**src/hdl/window_lifter_controller_core_assert.svh**
```systemverilog
// ----------------------------------------------------------------------------
// window lifter controller assertion macros
// shared concurrent check forms, clocked on clk_i; WLC_ASSERT is disabled by rst_ni
// ----------------------------------------------------------------------------
`ifndef WINDOW_LIFTER_CONTROLLER_CORE_ASSERT_SVH
`define WINDOW_LIFTER_CONTROLLER_CORE_ASSERT_SVH

// check that is switched off while reset is asserted
`define WLC_ASSERT(lbl, prop, msg) \
  lbl: assert property (@(posedge clk_i) disable iff (!rst_ni) (prop)) else $error(msg);

// check that also holds across reset
`define WLC_ASSERT_ALWAYS(lbl, prop, msg) \
  lbl: assert property (@(posedge clk_i) (prop)) else $error(msg);

`endif

```
**src/hdl/wlc_pkg.sv**
```systemverilog
// ----------------------------------------------------------------------------
// wlc_pkg
// types and constants of the window lifter controller
// ----------------------------------------------------------------------------
`default_nettype none

package wlc_pkg;

  localparam int unsigned WIN_POS_W   = 4;
  localparam int unsigned LAMP_BAR_W  = 10;
  localparam int unsigned TICK_W      = 16;
  localparam int unsigned DEBOUNCE_W  = 8;
  localparam int unsigned HOLD_W      = 12;
  localparam int unsigned STEP_W      = 12;
  localparam int unsigned PINCH_W     = 16;
  localparam int unsigned CFG_DATA_W  = 16;
  localparam int unsigned CFG_IDX_W   = 2;

  localparam logic [DEBOUNCE_W-1:0] DEBOUNCE_RST = 8'd10;
  localparam logic [HOLD_W-1:0]     HOLD_RST     = 12'd500;
  localparam logic [STEP_W-1:0]     STEP_RST     = 12'd500;
  localparam logic [PINCH_W-1:0]    PINCH_RST    = 16'd5000;

  typedef enum logic [CFG_IDX_W-1:0] {
    CFG_DEBOUNCE   = 2'd0,
    CFG_HOLD       = 2'd1,
    CFG_STEP       = 2'd2,
    CFG_PINCH_WAIT = 2'd3
  } cfg_idx_e;

  typedef enum logic [8:0] {
    ST_IDLE      = 9'b000000001,
    ST_DEBOUNCE  = 9'b000000010,
    ST_HOLD      = 9'b000000100,
    ST_MAN_UP    = 9'b000001000,
    ST_MAN_DOWN  = 9'b000010000,
    ST_AUTO_UP   = 9'b000100000,
    ST_AUTO_DOWN = 9'b001000000,
    ST_REVERSE   = 9'b010000000,
    ST_LOCKOUT   = 9'b100000000
  } ctl_state_e;

  typedef struct packed {
    logic up_pressed;
    logic down_pressed;
    logic pinch_seen;
  } wlc_req_t;

  typedef struct packed {
    logic [WIN_POS_W-1:0]  window_position;
    logic [LAMP_BAR_W-1:0] lamp_bar;
    logic                  moving_up;
    logic                  moving_down;
    logic                  pinch_lockout;
    logic                  auto_mode;
  } wlc_res_t;

endpackage

`default_nettype wire

```
**src/hdl/wlc_chan_if.sv**
```systemverilog
// ----------------------------------------------------------------------------
// wlc_chan_if
// valid/ready channel carrying one payload item per request
// ----------------------------------------------------------------------------
`default_nettype none

interface wlc_chan_if #(
  parameter type payload_t = logic
);

  logic     valid;
  logic     ready;
  payload_t payload;

  modport source (output valid, output payload, input ready);
  modport sink   (input valid, input payload, output ready);

endinterface

`default_nettype wire

```
**src/hdl/window_lifter_controller_core.sv**
```systemverilog
// ----------------------------------------------------------------------------
// window_lifter_controller_core
// power window controller with debounce, auto/manual runs and anti-pinch
// ----------------------------------------------------------------------------
// One request is one millisecond tick carrying the button and obstacle levels;
// one result per request gives position, lamp bar and run flags after the
// update. A request is taken every cycle unless the input register and skid
// stage are both full: it lands in an input register, the control state and
// the result are updated from it combinationally, and the result sits in an
// output register backed by a one-entry skid stage; a stalled output side
// only holds off requests once both output entries and the input register are
// full. Configuration writes take effect the cycle after the write enable; the
// user must make them while the block is idle; this is not enforced.
`default_nettype none

`include "window_lifter_controller_core_assert.svh"

module window_lifter_controller_core #(
  parameter int unsigned TOP_POSITION = 10
) (
  input  wire logic                           clk_i,
  input  wire logic                           rst_ni,
  input  wire logic                           cfg_we_i,
  input  wire logic [wlc_pkg::CFG_IDX_W-1:0]  cfg_idx_i,
  input  wire logic [wlc_pkg::CFG_DATA_W-1:0] cfg_data_i,
  wlc_chan_if.sink                            req_i,
  wlc_chan_if.source                          res_o
);

  import wlc_pkg::*;

  localparam int unsigned POS_W = $clog2(TOP_POSITION + 1);
  localparam logic [POS_W-1:0] POS_TOP = POS_W'(TOP_POSITION);

  // configuration registers
  logic [DEBOUNCE_W-1:0] debounce_q;
  logic [HOLD_W-1:0]     hold_q;
  logic [STEP_W-1:0]     step_q;
  logic [PINCH_W-1:0]    pinch_wait_q;

  always_ff @(posedge clk_i or negedge rst_ni) begin
    if (!rst_ni) begin
      debounce_q   <= DEBOUNCE_RST;
      hold_q       <= HOLD_RST;
      step_q       <= STEP_RST;
      pinch_wait_q <= PINCH_RST;
    end else if (cfg_we_i) begin
      case (cfg_idx_e'(cfg_idx_i))
        CFG_DEBOUNCE:   debounce_q   <= cfg_data_i[DEBOUNCE_W-1:0];
        CFG_HOLD:       hold_q       <= cfg_data_i[HOLD_W-1:0];
        CFG_STEP:       step_q       <= cfg_data_i[STEP_W-1:0];
        CFG_PINCH_WAIT: pinch_wait_q <= cfg_data_i[PINCH_W-1:0];
        default: ;
      endcase
    end
  end

  // input register
  logic     in_valid_q;
  wlc_req_t in_q;
  logic     skid_valid_q;
  logic     advance;

  assign advance     = in_valid_q && !skid_valid_q;
  assign req_i.ready = !in_valid_q || advance;

  always_ff @(posedge clk_i or negedge rst_ni) begin
    if (!rst_ni) begin
      in_valid_q <= 1'b0;
    end else if (req_i.ready) begin
      in_valid_q <= req_i.valid;
    end
  end

  always_ff @(posedge clk_i) begin
    if (req_i.valid && req_i.ready) begin
      in_q <= req_i.payload;
    end
  end

  // control state
  ctl_state_e        state_q, state_d;
  logic [TICK_W-1:0] tick_q, tick_d;
  logic [POS_W-1:0]  pos_q, pos_d;
  logic              dir_q, dir_d;

  logic [TICK_W-1:0] tick_inc;
  logic [TICK_W-1:0] period;
  logic              held;
  logic              at_top;
  logic              at_open;

  // one step of a run: move on the first tick of each period
  logic [POS_W-1:0]  run_pos_up, run_pos_dn;
  logic [TICK_W-1:0] run_tick;

  always_comb begin
    tick_inc   = tick_q + TICK_W'(1);
    period     = (step_q == '0) ? TICK_W'(1) : TICK_W'(step_q);
    held       = dir_q ? in_q.up_pressed : in_q.down_pressed;
    at_top     = (pos_q >= POS_TOP);
    at_open    = (pos_q == '0);
    run_pos_up = (tick_q == '0) ? pos_q + POS_W'(1) : pos_q;
    run_pos_dn = (tick_q == '0) ? pos_q - POS_W'(1) : pos_q;
    run_tick   = (tick_inc >= period) ? '0 : tick_inc;
  end

  always_comb begin
    state_d = state_q;
    tick_d  = tick_q;
    pos_d   = pos_q;
    dir_d   = dir_q;
    case (state_q)
      ST_IDLE: begin
        if (in_q.down_pressed || in_q.up_pressed) begin
          dir_d   = !in_q.down_pressed;
          tick_d  = '0;
          state_d = ST_DEBOUNCE;
        end
      end
      ST_DEBOUNCE: begin
        if (!held) begin
          state_d = ST_IDLE;
          tick_d  = '0;
        end else if (tick_inc >= TICK_W'(debounce_q)) begin
          state_d = ST_HOLD;
          tick_d  = '0;
        end else begin
          tick_d = tick_inc;
        end
      end
      ST_HOLD: begin
        if (!held) begin
          state_d = dir_q ? ST_AUTO_UP : ST_AUTO_DOWN;
          tick_d  = '0;
        end else if (tick_inc >= TICK_W'(hold_q)) begin
          state_d = dir_q ? ST_MAN_UP : ST_MAN_DOWN;
          tick_d  = '0;
        end else begin
          tick_d = tick_inc;
        end
      end
      ST_MAN_UP, ST_AUTO_UP: begin
        if ((state_q == ST_MAN_UP) && !in_q.up_pressed) begin
          state_d = ST_IDLE;
          tick_d  = '0;
        end else if (at_top) begin
          state_d = ST_IDLE;
          tick_d  = '0;
        end else if (in_q.pinch_seen) begin
          state_d = ST_REVERSE;
          tick_d  = '0;
        end else begin
          pos_d  = run_pos_up;
          tick_d = run_tick;
        end
      end
      ST_MAN_DOWN, ST_AUTO_DOWN: begin
        if ((state_q == ST_MAN_DOWN) && !in_q.down_pressed) begin
          state_d = ST_IDLE;
          tick_d  = '0;
        end else if (at_open) begin
          state_d = ST_IDLE;
          tick_d  = '0;
        end else begin
          pos_d  = run_pos_dn;
          tick_d = run_tick;
        end
      end
      ST_REVERSE: begin
        if (at_open) begin
          state_d = ST_LOCKOUT;
          tick_d  = '0;
        end else begin
          pos_d  = run_pos_dn;
          tick_d = run_tick;
        end
      end
      ST_LOCKOUT: begin
        if (tick_inc >= pinch_wait_q) begin
          state_d = ST_IDLE;
          tick_d  = '0;
        end else begin
          tick_d = tick_inc;
        end
      end
      default: begin
        state_d = ST_IDLE;
        tick_d  = '0;
      end
    endcase
  end

  always_ff @(posedge clk_i or negedge rst_ni) begin
    if (!rst_ni) begin
      state_q <= ST_IDLE;
      tick_q  <= '0;
      pos_q   <= POS_TOP;
      dir_q   <= 1'b0;
    end else if (advance) begin
      state_q <= state_d;
      tick_q  <= tick_d;
      pos_q   <= pos_d;
      dir_q   <= dir_d;
    end
  end

  // result from the updated state
  wlc_res_t res_d;

  always_comb begin
    res_d.window_position = WIN_POS_W'(pos_d);
    for (int i = 0; i < LAMP_BAR_W; i++) begin
      res_d.lamp_bar[i] = (32'(pos_d) > 32'(i));
    end
    res_d.moving_up     = (state_d == ST_MAN_UP) || (state_d == ST_AUTO_UP);
    res_d.moving_down   = (state_d == ST_MAN_DOWN) || (state_d == ST_AUTO_DOWN) ||
                          (state_d == ST_REVERSE);
    res_d.pinch_lockout = (state_d == ST_REVERSE) || (state_d == ST_LOCKOUT);
    res_d.auto_mode     = (state_d == ST_AUTO_UP) || (state_d == ST_AUTO_DOWN) ||
                          (state_d == ST_REVERSE);
  end

  // output register with skid stage
  logic     out_valid_q;
  wlc_res_t out_q;
  wlc_res_t skid_q;
  logic     pop;

  assign pop           = out_valid_q && res_o.ready;
  assign res_o.valid   = out_valid_q;
  assign res_o.payload = out_q;

  always_ff @(posedge clk_i or negedge rst_ni) begin
    if (!rst_ni) begin
      out_valid_q  <= 1'b0;
      skid_valid_q <= 1'b0;
    end else if (skid_valid_q) begin
      if (pop) begin
        skid_valid_q <= 1'b0;
      end
    end else if (advance) begin
      if (out_valid_q && !pop) begin
        skid_valid_q <= 1'b1;
      end else begin
        out_valid_q <= 1'b1;
      end
    end else if (pop) begin
      out_valid_q <= 1'b0;
    end
  end

  always_ff @(posedge clk_i) begin
    if (skid_valid_q) begin
      if (pop) begin
        out_q <= skid_q;
      end
    end else if (advance) begin
      if (out_valid_q && !pop) begin
        skid_q <= res_d;
      end else begin
        out_q <= res_d;
      end
    end
  end

  `WLC_ASSERT(a_pos_in_range, pos_q <= POS_TOP, "position beyond travel")
  `WLC_ASSERT(a_lockout_open, (state_q == ST_LOCKOUT) |-> (pos_q == '0), "lockout not open")
  `WLC_ASSERT_ALWAYS(a_skid_behind_out, skid_valid_q |-> out_valid_q, "skid without output")
  `WLC_ASSERT(a_one_direction, out_valid_q |-> !(out_q.moving_up && out_q.moving_down), "both directions")
  `WLC_ASSERT(a_stall_holds_input, (in_valid_q && skid_valid_q) |=> in_valid_q, "request lost")

endmodule

`default_nettype wire

```
**src/flat_wrapper.sv**
```systemverilog
// flat-port wrapper written by rule: the top's interface ports become plain ports
module window_lifter_controller_core_flat import wlc_pkg::*;
#(
  parameter int unsigned TOP_POSITION = 10
)
  (clk_i, rst_ni, cfg_we_i, cfg_idx_i, cfg_data_i, req_i_valid, req_i_payload, req_i_ready, res_o_valid, res_o_payload, res_o_ready);
  wlc_chan_if #(.payload_t(wlc_req_t)) req_i_i ();
  wlc_chan_if #(.payload_t(wlc_res_t)) res_o_i ();
  input  wire logic clk_i;
  input  wire logic rst_ni;
  input  wire logic cfg_we_i;
  input  wire logic [wlc_pkg::CFG_IDX_W-1:0] cfg_idx_i;
  input  wire logic [wlc_pkg::CFG_DATA_W-1:0] cfg_data_i;
  input wire logic [$bits(req_i_i.valid)-1:0] req_i_valid;
  input wire logic [$bits(req_i_i.payload)-1:0] req_i_payload;
  output wire logic [$bits(req_i_i.ready)-1:0] req_i_ready;
  output wire logic [$bits(res_o_i.valid)-1:0] res_o_valid;
  output wire logic [$bits(res_o_i.payload)-1:0] res_o_payload;
  input wire logic [$bits(res_o_i.ready)-1:0] res_o_ready;
  assign req_i_i.valid = req_i_valid;
  assign req_i_i.payload = req_i_payload;
  assign req_i_ready = req_i_i.ready;
  assign res_o_valid = res_o_i.valid;
  assign res_o_payload = res_o_i.payload;
  assign res_o_i.ready = res_o_ready;
  window_lifter_controller_core #(.TOP_POSITION(TOP_POSITION)) u_core (.clk_i(clk_i), .rst_ni(rst_ni), .cfg_we_i(cfg_we_i), .cfg_idx_i(cfg_idx_i), .cfg_data_i(cfg_data_i), .req_i(req_i_i), .res_o(res_o_i));
endmodule
```
**config.mk**
```make
export PLATFORM = sky130hd
export DESIGN_NAME = window_lifter_controller_core_flat
export DESIGN_NICKNAME = d
export VERILOG_FILES = /design/src/hdl/wlc_pkg.sv /design/src/hdl/wlc_chan_if.sv /design/src/hdl/window_lifter_controller_core.sv /design/src/flat_wrapper.sv
export VERILOG_INCLUDE_DIRS = /design/src /design/src/hdl
export SDC_FILE = /design/constraint.sdc
export NUM_CORES = 1
export LEC_CHECK = 0
export BUFFER_PORTS_ARGS = -buffer_cell sky130_fd_sc_hd__buf_4
export CAP_MARGIN = 20
export CORE_MARGIN = 5
export CORE_UTILIZATION = 52
export CTS_BUF_LIST = sky130_fd_sc_hd__clkbuf_8
export CTS_CLUSTER_DIAMETER = 80
export DETAILED_ROUTE_END_ITERATION = 12
export GPL_ROUTABILITY_DRIVEN = 1
export PLACE_DENSITY_LB_ADDON = 0.08
export SETUP_SLACK_MARGIN = 0.2
export SLEW_MARGIN = 15
export SYNTH_ARGS = -nofsm -noshare
export SYNTH_HDL_FRONTEND = slang
export SYNTH_SLANG_ARGS = --single-unit
```
**constraint.sdc**
```tcl
create_clock -name clk_i -period 3.5 [get_ports clk_i]
set_input_delay 0.35 -clock clk_i [delete_from_list [all_inputs] [get_ports clk_i]]
set_output_delay 0.35 -clock clk_i [all_outputs]
set_load 0.01 [all_outputs]
```
==> results_dict.tcl, run 1 <==
set metrics [dict create \
    status "complete, but fails checks" \
    violations "setup timing" \
    synth_compound_area_share_pct 12.81 \
    critPathMaxFanout 5 \
    regToRegSetupSlack_ns -0.09 \
    final_cell_mix "129 x buf_4, 76 x nand2_1, 58 x inv_1, 57 x dfrtp_1, 50 x mux2_2" \
    area_growth_pct 24.44 \
    route.detailed.wl_per_inst_um 17.89 \
    dieWidth_um 126.8 \
    wl_mm 17.82 \
    multi_input_area_um2 3757 \
    die_h_um 126.8 \
    synthFlopType "dfrtp_1" \
    cts-root-buf "clkbuf_8" \
    diodes 0 \
    muxShareOfSynthArea_pct 8.716 \
    clkLatencyLatePin_ns 0.45 \
    clock_skew_ns 0.009090 \
    seq_area_frac_synth_pct 45.48 \
    clock.fmax_ghz 0.2783 \
    place_ws_ns -0.2924 \
    drive_above_1_share_pct 37.32 \
    crit_buf_inv 1 \
    maxCapViolations 0 \
    grt_pass1_wl_mm 28.86 \
    worstSetupPathType "register to register" \
    stdcell_area_um2 8825 \
    syn-instance-count 680 \
    grt_pass1_vias 5672 \
    slew_viol_final 0 \
    antenna_found_initial 0 \
    cts_buffers 17 \
    avgSynthCellArea_um2 10.43 \
    dieArea_um2 16070 \
    ir_worst_vdd_mv 0.3295 \
    tns_ns -0.3526 \
    final_common_cell "buf_4" \
    clock-sinks 120 \
    critPathCaptureType "register" \
    crit_path_start_kind "register" \
    synth_top_family_by_area "simple AND/OR/NAND/NOR gates" \
    final-seq-area_um2 3228 \
    clkTransAtPathRegs_ns 0.08 \
    period_minus_slack_ns 3.593 \
    r2r_cells 14 \
    dr_total_vias 5634 \
    p_leak_nw 4.072 \
    dpl_cell_area_um2 8038 \
    vias_per_cell 5.657 \
    io_pins 46 \
    ys_ff_latch 120 \
    synth_cell_types 85 \
    grt_usage_pct 22.55 \
    firstDrtPassIters 4 \
    ant_nets 0 \
    cts_tree "done" \
    synth-async-reset-ratio_pct 67.50 \
    fin_crit_sh_pct 102.6 \
    final_nets 883 \
    cp_slowest_cell "dfrtp_2" \
    synth-simple-area-share_pct 16.69 \
    synthAdderAreaFrac_pct 8.821 \
    slew-limit-headroom_pct 36.72 \
    grt_max_degree 71 \
    synth_xor_xnor_area_share_pct 2.311 \
    fin_hold_ws_ns 0.001043 \
    routabilityCongestion 0.9298 \
    arrival_ns 3.77 \
    portBuffers 45 \
    powerDensity_nw_per_um2 525.2 \
    final-setup-viol-count 7 \
    remaining_drc_errors 0 \
    regToRegStartpoint "u_core.tick_q[0]" \
    required_ns 3.68 \
    path_depth 14 \
    overflow 0 \
    max_stage_delay_ns 0.42 \
    initial_core_util_pct 53.34 \
    rsz0062_at_grt "yes" \
    hp-class "input port to async pin" \
    cp-startpoint "u_core.tick_q[0]" \
    crit_path_frequent_cell "nand4_1" \
    postCtsHoldBufs 0 \
    dp_hpwl_mm 12.87 \
    crit_family "simple AND/OR/NAND/NOR gates" \
    netlist_area_um2 7092 \
    cts_htree_levels 4 \
    yosysWarnings 0 \
    drt-initial-drc-count 380 \
    core_um2 13300 \
    hold_violations 0 \
    fp-row-count 42 \
    synth_nets 756 \
    fin_ws_ns -0.09266 \
    clockBufferDepth 2 \
    r2r_end "u_core.res_o.payload[0]" \
    fill_cells 1083 \
    path_cells "nand4_1, nor2_2, nand3_2, and2_4, or2_4, ha_4, and4_1, nand4_1, a311oi_2, buf_4, nor4_4, or3b_4, a221oi_4, a31oi_1" \
    synth_edf_count 39 \
    tightest_slew_ns 0.9493 \
    fin_util_pct 66.37 \
]
-- power by group --
group	total (mW)	internal [mW]	switching (mW)
registers	2.00	1.83	0.177
clock network	1.24	0.633	0.605
logic	1.39	0.620	0.772
-- synth_stat cells, drive strengths merged, types with 14 or more instances --
library cell / n / area share (%)
nand2: 77 / 4.1
dfrtp: 59 / 21
inv: 59 / 3.1
mux2: 51 / 8.2
ha: 50 / 8.8
o21ai: 46 / 3.3
edfxtp: 39 / 17
nor2: 32 / 1.7
a21oi: 27 / 1.9
dfstp: 22 / 8.2
nand3: 15 / 1.1
clkbuf: 14 / 0.76
-- stage by stage --
| step | total power, mW | instances |
|---|---|---|
| after detailed placement | 3.325 | 941 |
| after CTS | 4.608 | 987 |
| after floorplan | 2.797 | 680 |
| final | 4.635 | 996 |
| after global placement | 3.290 | 941 |
| after global routing | 4.917 | 996 |
-- sequential cells by signal, summed over array words and instances, names as in the netlist, 3 cells and up --
register and cells:
u_core.hold_q 12, u_core.in_q 3, u_core.pinch_wait_q 16, u_core.skid_q 18, u_core.res_o.payload 18, u_core.debounce_q 8, u_core.tick_q 16, u_core.state_q 9
u_core.step_q 12, u_core.pos_q 4
-- metal layers --
layer	track usage [%]	up-vias	wire (um)
li1	-	2709	-
met1	28.40	2760	7684
met2	38.39	133	9067
met3	4.330	32	671
met4	8.770	0	396
met5	0	-	0
-- what timing repair did --
item                                    CTS  global route
setup buffers                            14             8
resized for setup                        20            39
endpoints found under the setup margin   29            33
pin swaps                                14            20
cloned                                    0             1
-- logic make-up after synthesis --
group | count (synthesis)
simple gates | 215
compound gates | 138
flops | 120
buf+inv | 85
mux | 55
fa+ha+maj | 50
xor+xnor | 17
-- worst max-delay path by stage --
stage	endpoint	slack, ns
after floorplan	u_core.res_o.payload[2]	0.08
after global placement	u_core.res_o.payload[2]	-0.15
after detailed placement	u_core.res_o.payload[0]	-0.29
after CTS	u_core.res_o.payload[0]	-0.02
after global routing	u_core.res_o.payload[0]	-0.22
final	u_core.res_o.payload[0]	-0.09
-- cell type report --
cell class	count	area share [%]
Timing Repair Buffer	133	11.48
Clock inverter	15	1.701
Inverter	59	2.510
Clock buffer	17	2.651
Tap cell	176	2.495
Multi-Input combinational cell	476	42.58
Sequential cell	120	36.58
(Power assumes the default switching activity.)
==> inputs of run 2 (changes only) <==
SETUP_SLACK_MARGIN = 0.02   (was 0.2)
==> run 2 against run 1 <==
  * Largest cell class unchanged
  * Die area stayed put
  * Cell area is 0.94% lower
  * Sequential power hardly changed
  * Maximum frequency is 2.7% higher
  * Cell count is 0.90% lower
  * Register-to-register slack better by 0.09 ns
  * Via count is 0.89% lower
  * Clock skew is 0.0091 ns higher
  * The run now ends clean
  * Clock power hardly changed
  * Total power is 0.23% lower
  * Combinational power hardly changed
==> results_dict.tcl, run 2 (synthesis gave the netlist of run 1 again) <==
set metrics [dict create \
    slew_viol_final 0 \
    core_um2 13300 \
    grt_pass1_vias 5753 \
    fin_util_pct 65.75 \
    fp-row-count 42 \
    fin_crit_sh_pct 99.98 \
    hold_violations 0 \
    r2r_cells 13 \
    clock-sinks 120 \
    tightest_slew_ns 1.067 \
    hp-class "input port to register" \
    clkLatencyLatePin_ns 0.46 \
    critPathCaptureType "register" \
    grt_max_degree 82 \
    endpoint "u_core.res_o.payload[2]" \
    final-setup-viol-count 0 \
    vias_per_cell 5.658 \
    dr_total_vias 5584 \
    max_stage_delay_ns 0.40 \
    p_leak_nw 4.050 \
    maxCapViolations 0 \
    cp-startpoint "u_core.tick_q[5]" \
    fin_hold_ws_ns 0.08024 \
    final_nets 874 \
    cts-root-buf "clkbuf_8" \
    p_total_mw 4.624 \
    route.detailed.wl_per_inst_um 18.61 \
    dieArea_um2 16070 \
    slew-limit-headroom_pct 28.64 \
    required_ns 3.68 \
    dp_hpwl_mm 13.32 \
    ant_nets 0 \
    drive_above_1_share_pct 35.51 \
    place_inst 933 \
    area_growth_pct 23.27 \
    drt-initial-drc-count 315 \
    overflow 0 \
    grt_usage_pct 23.43 \
    r2r_end "u_core.res_o.payload[2]" \
    crit_path_frequent_cell "nand4_1" \
    final-seq-area_um2 3228 \
    firstDrtPassIters 5 \
    rsz0062_at_grt "yes" \
    fill_cells 1069 \
    path_cells "nand4_1, nor2_2, nand3_2, and2_4, or2_4, ha_4, and4_1, nand4_1, a311oi_2, nor4_4, or3b_4, a221oi_4, a31oi_1" \
    tns_ns 0 \
    initial_core_util_pct 53.34 \
    regToRegStartpoint "u_core.tick_q[5]" \
    regToRegSetupSlack_ns 0.0007 \
    clockBufferDepth 2 \
    arrival_ns 3.68 \
    die_h_um 126.8 \
    ir_worst_vdd_mv 0.2777 \
    critPathMaxFanout 4 \
    final_common_cell "buf_4" \
    final_cells 987 \
    worstSetupPathType "register to register" \
    clock_skew_ns 0.01815 \
    io_pins 46 \
    diodes 0 \
    status "finished clean" \
    cts_tree "done" \
    routabilityCongestion 0.8276 \
    dieWidth_um 126.8 \
    remaining_drc_errors 0 \
    powerDensity_nw_per_um2 528.9 \
    cp_slowest_cell "or3b_4" \
    clkTransAtPathRegs_ns 0.07 \
    period_minus_slack_ns 3.499 \
    grt_pass1_wl_mm 29.41 \
    final_cell_mix "120 x buf_4, 77 x nand2_1, 59 x inv_1, 57 x dfrtp_1, 50 x mux2_2" \
    portBuffers 45 \
    antenna_found_initial 0 \
    wl_mm 18.37 \
    multi_input_area_um2 3731 \
    cts_buffers 17 \
    clock.fmax_ghz 0.2858 \
    crit_path_start_kind "register" \
    cts_htree_levels 4 \
]
-- run 2: worst min path at each step --
stage                            from                      to  cells after the start
2_1_floorplan                  rst_ni    u_core.debounce_q[0]                      0
3_5_place_dp   u_core.pinch_wait_q[1]  u_core.pinch_wait_q[1]                      1
5_1_grt              req_i_payload[0]          u_core.in_q[0]                      1
6_report             req_i_payload[0]          u_core.in_q[0]                      1
4_1_cts              req_i_payload[2]          u_core.in_q[2]                      1
3_3_place_gp        u_core.hold_q[11]       u_core.hold_q[11]                      1
-- run 2: repair_timing --
| item | 4_1_cts | 5_1_grt |
|---|---|---|
| gates resized for setup | 31 | 21 |
| pin swaps | 22 | 18 |
| setup endpoints to repair | 21 | 30 |
| buffers inserted | 16 | 5 |
| hold buffers | 0 | 1 |
| hold endpoints to repair | 0 | 7 |
| cloned | 0 | 0 |
-- run 2: stage by stage --
step,instance area (um2),worst slack (ns)
floorplan,7098,0.03551
global placement,7946,-0.09831
detailed placement,7946,-0.2696
CTS,8600,0.02386
global route,8742,-0.2013
finish,8742,0.0007208
-- run 2: layout make-up --
class | instances | share of cell area, %
clock buffer | 17 | 2.676
clock inverter | 15 | 1.732
inverter | 59 | 2.533
multi-input combinational | 475 | 42.68
sequential | 120 | 36.93
tap | 176 | 2.519
timing repair buffer | 125 | 10.93
-- run 2: per-layer routing --
| layer | vias to the layer above | global-route usage, % | share of wire (%) |
|---|---|---|---|
| li1 | 2697 | - | - |
| met5 | - | 0 | 0 |
| met2 | 144 | 39.98 | 51 |
| met3 | 28 | 6.221 | 5.4 |
| met1 | 2715 | 28.59 | 42 |
| met4 | 0 | 8.454 | 2.2 |
-- run 2: where the power goes --
group / switching, mW / leakage (nW) / internal, mW
Sequential: 0.186 / 1.36 / 1.83
Clock: 0.605 / 0.194 / 0.632
Combinational: 0.766 / 2.50 / 0.607
-- run 2: worst max-delay path, delay by kind of cell (launching register included) --
| kind | cells | cell delay (ns) |
|---|---|---|
| flops | 1 | 0.37 |
| simple gates | 9 | 1.73 |
| fa+ha+maj | 1 | 0.26 |
| compound gates | 3 | 0.86 |
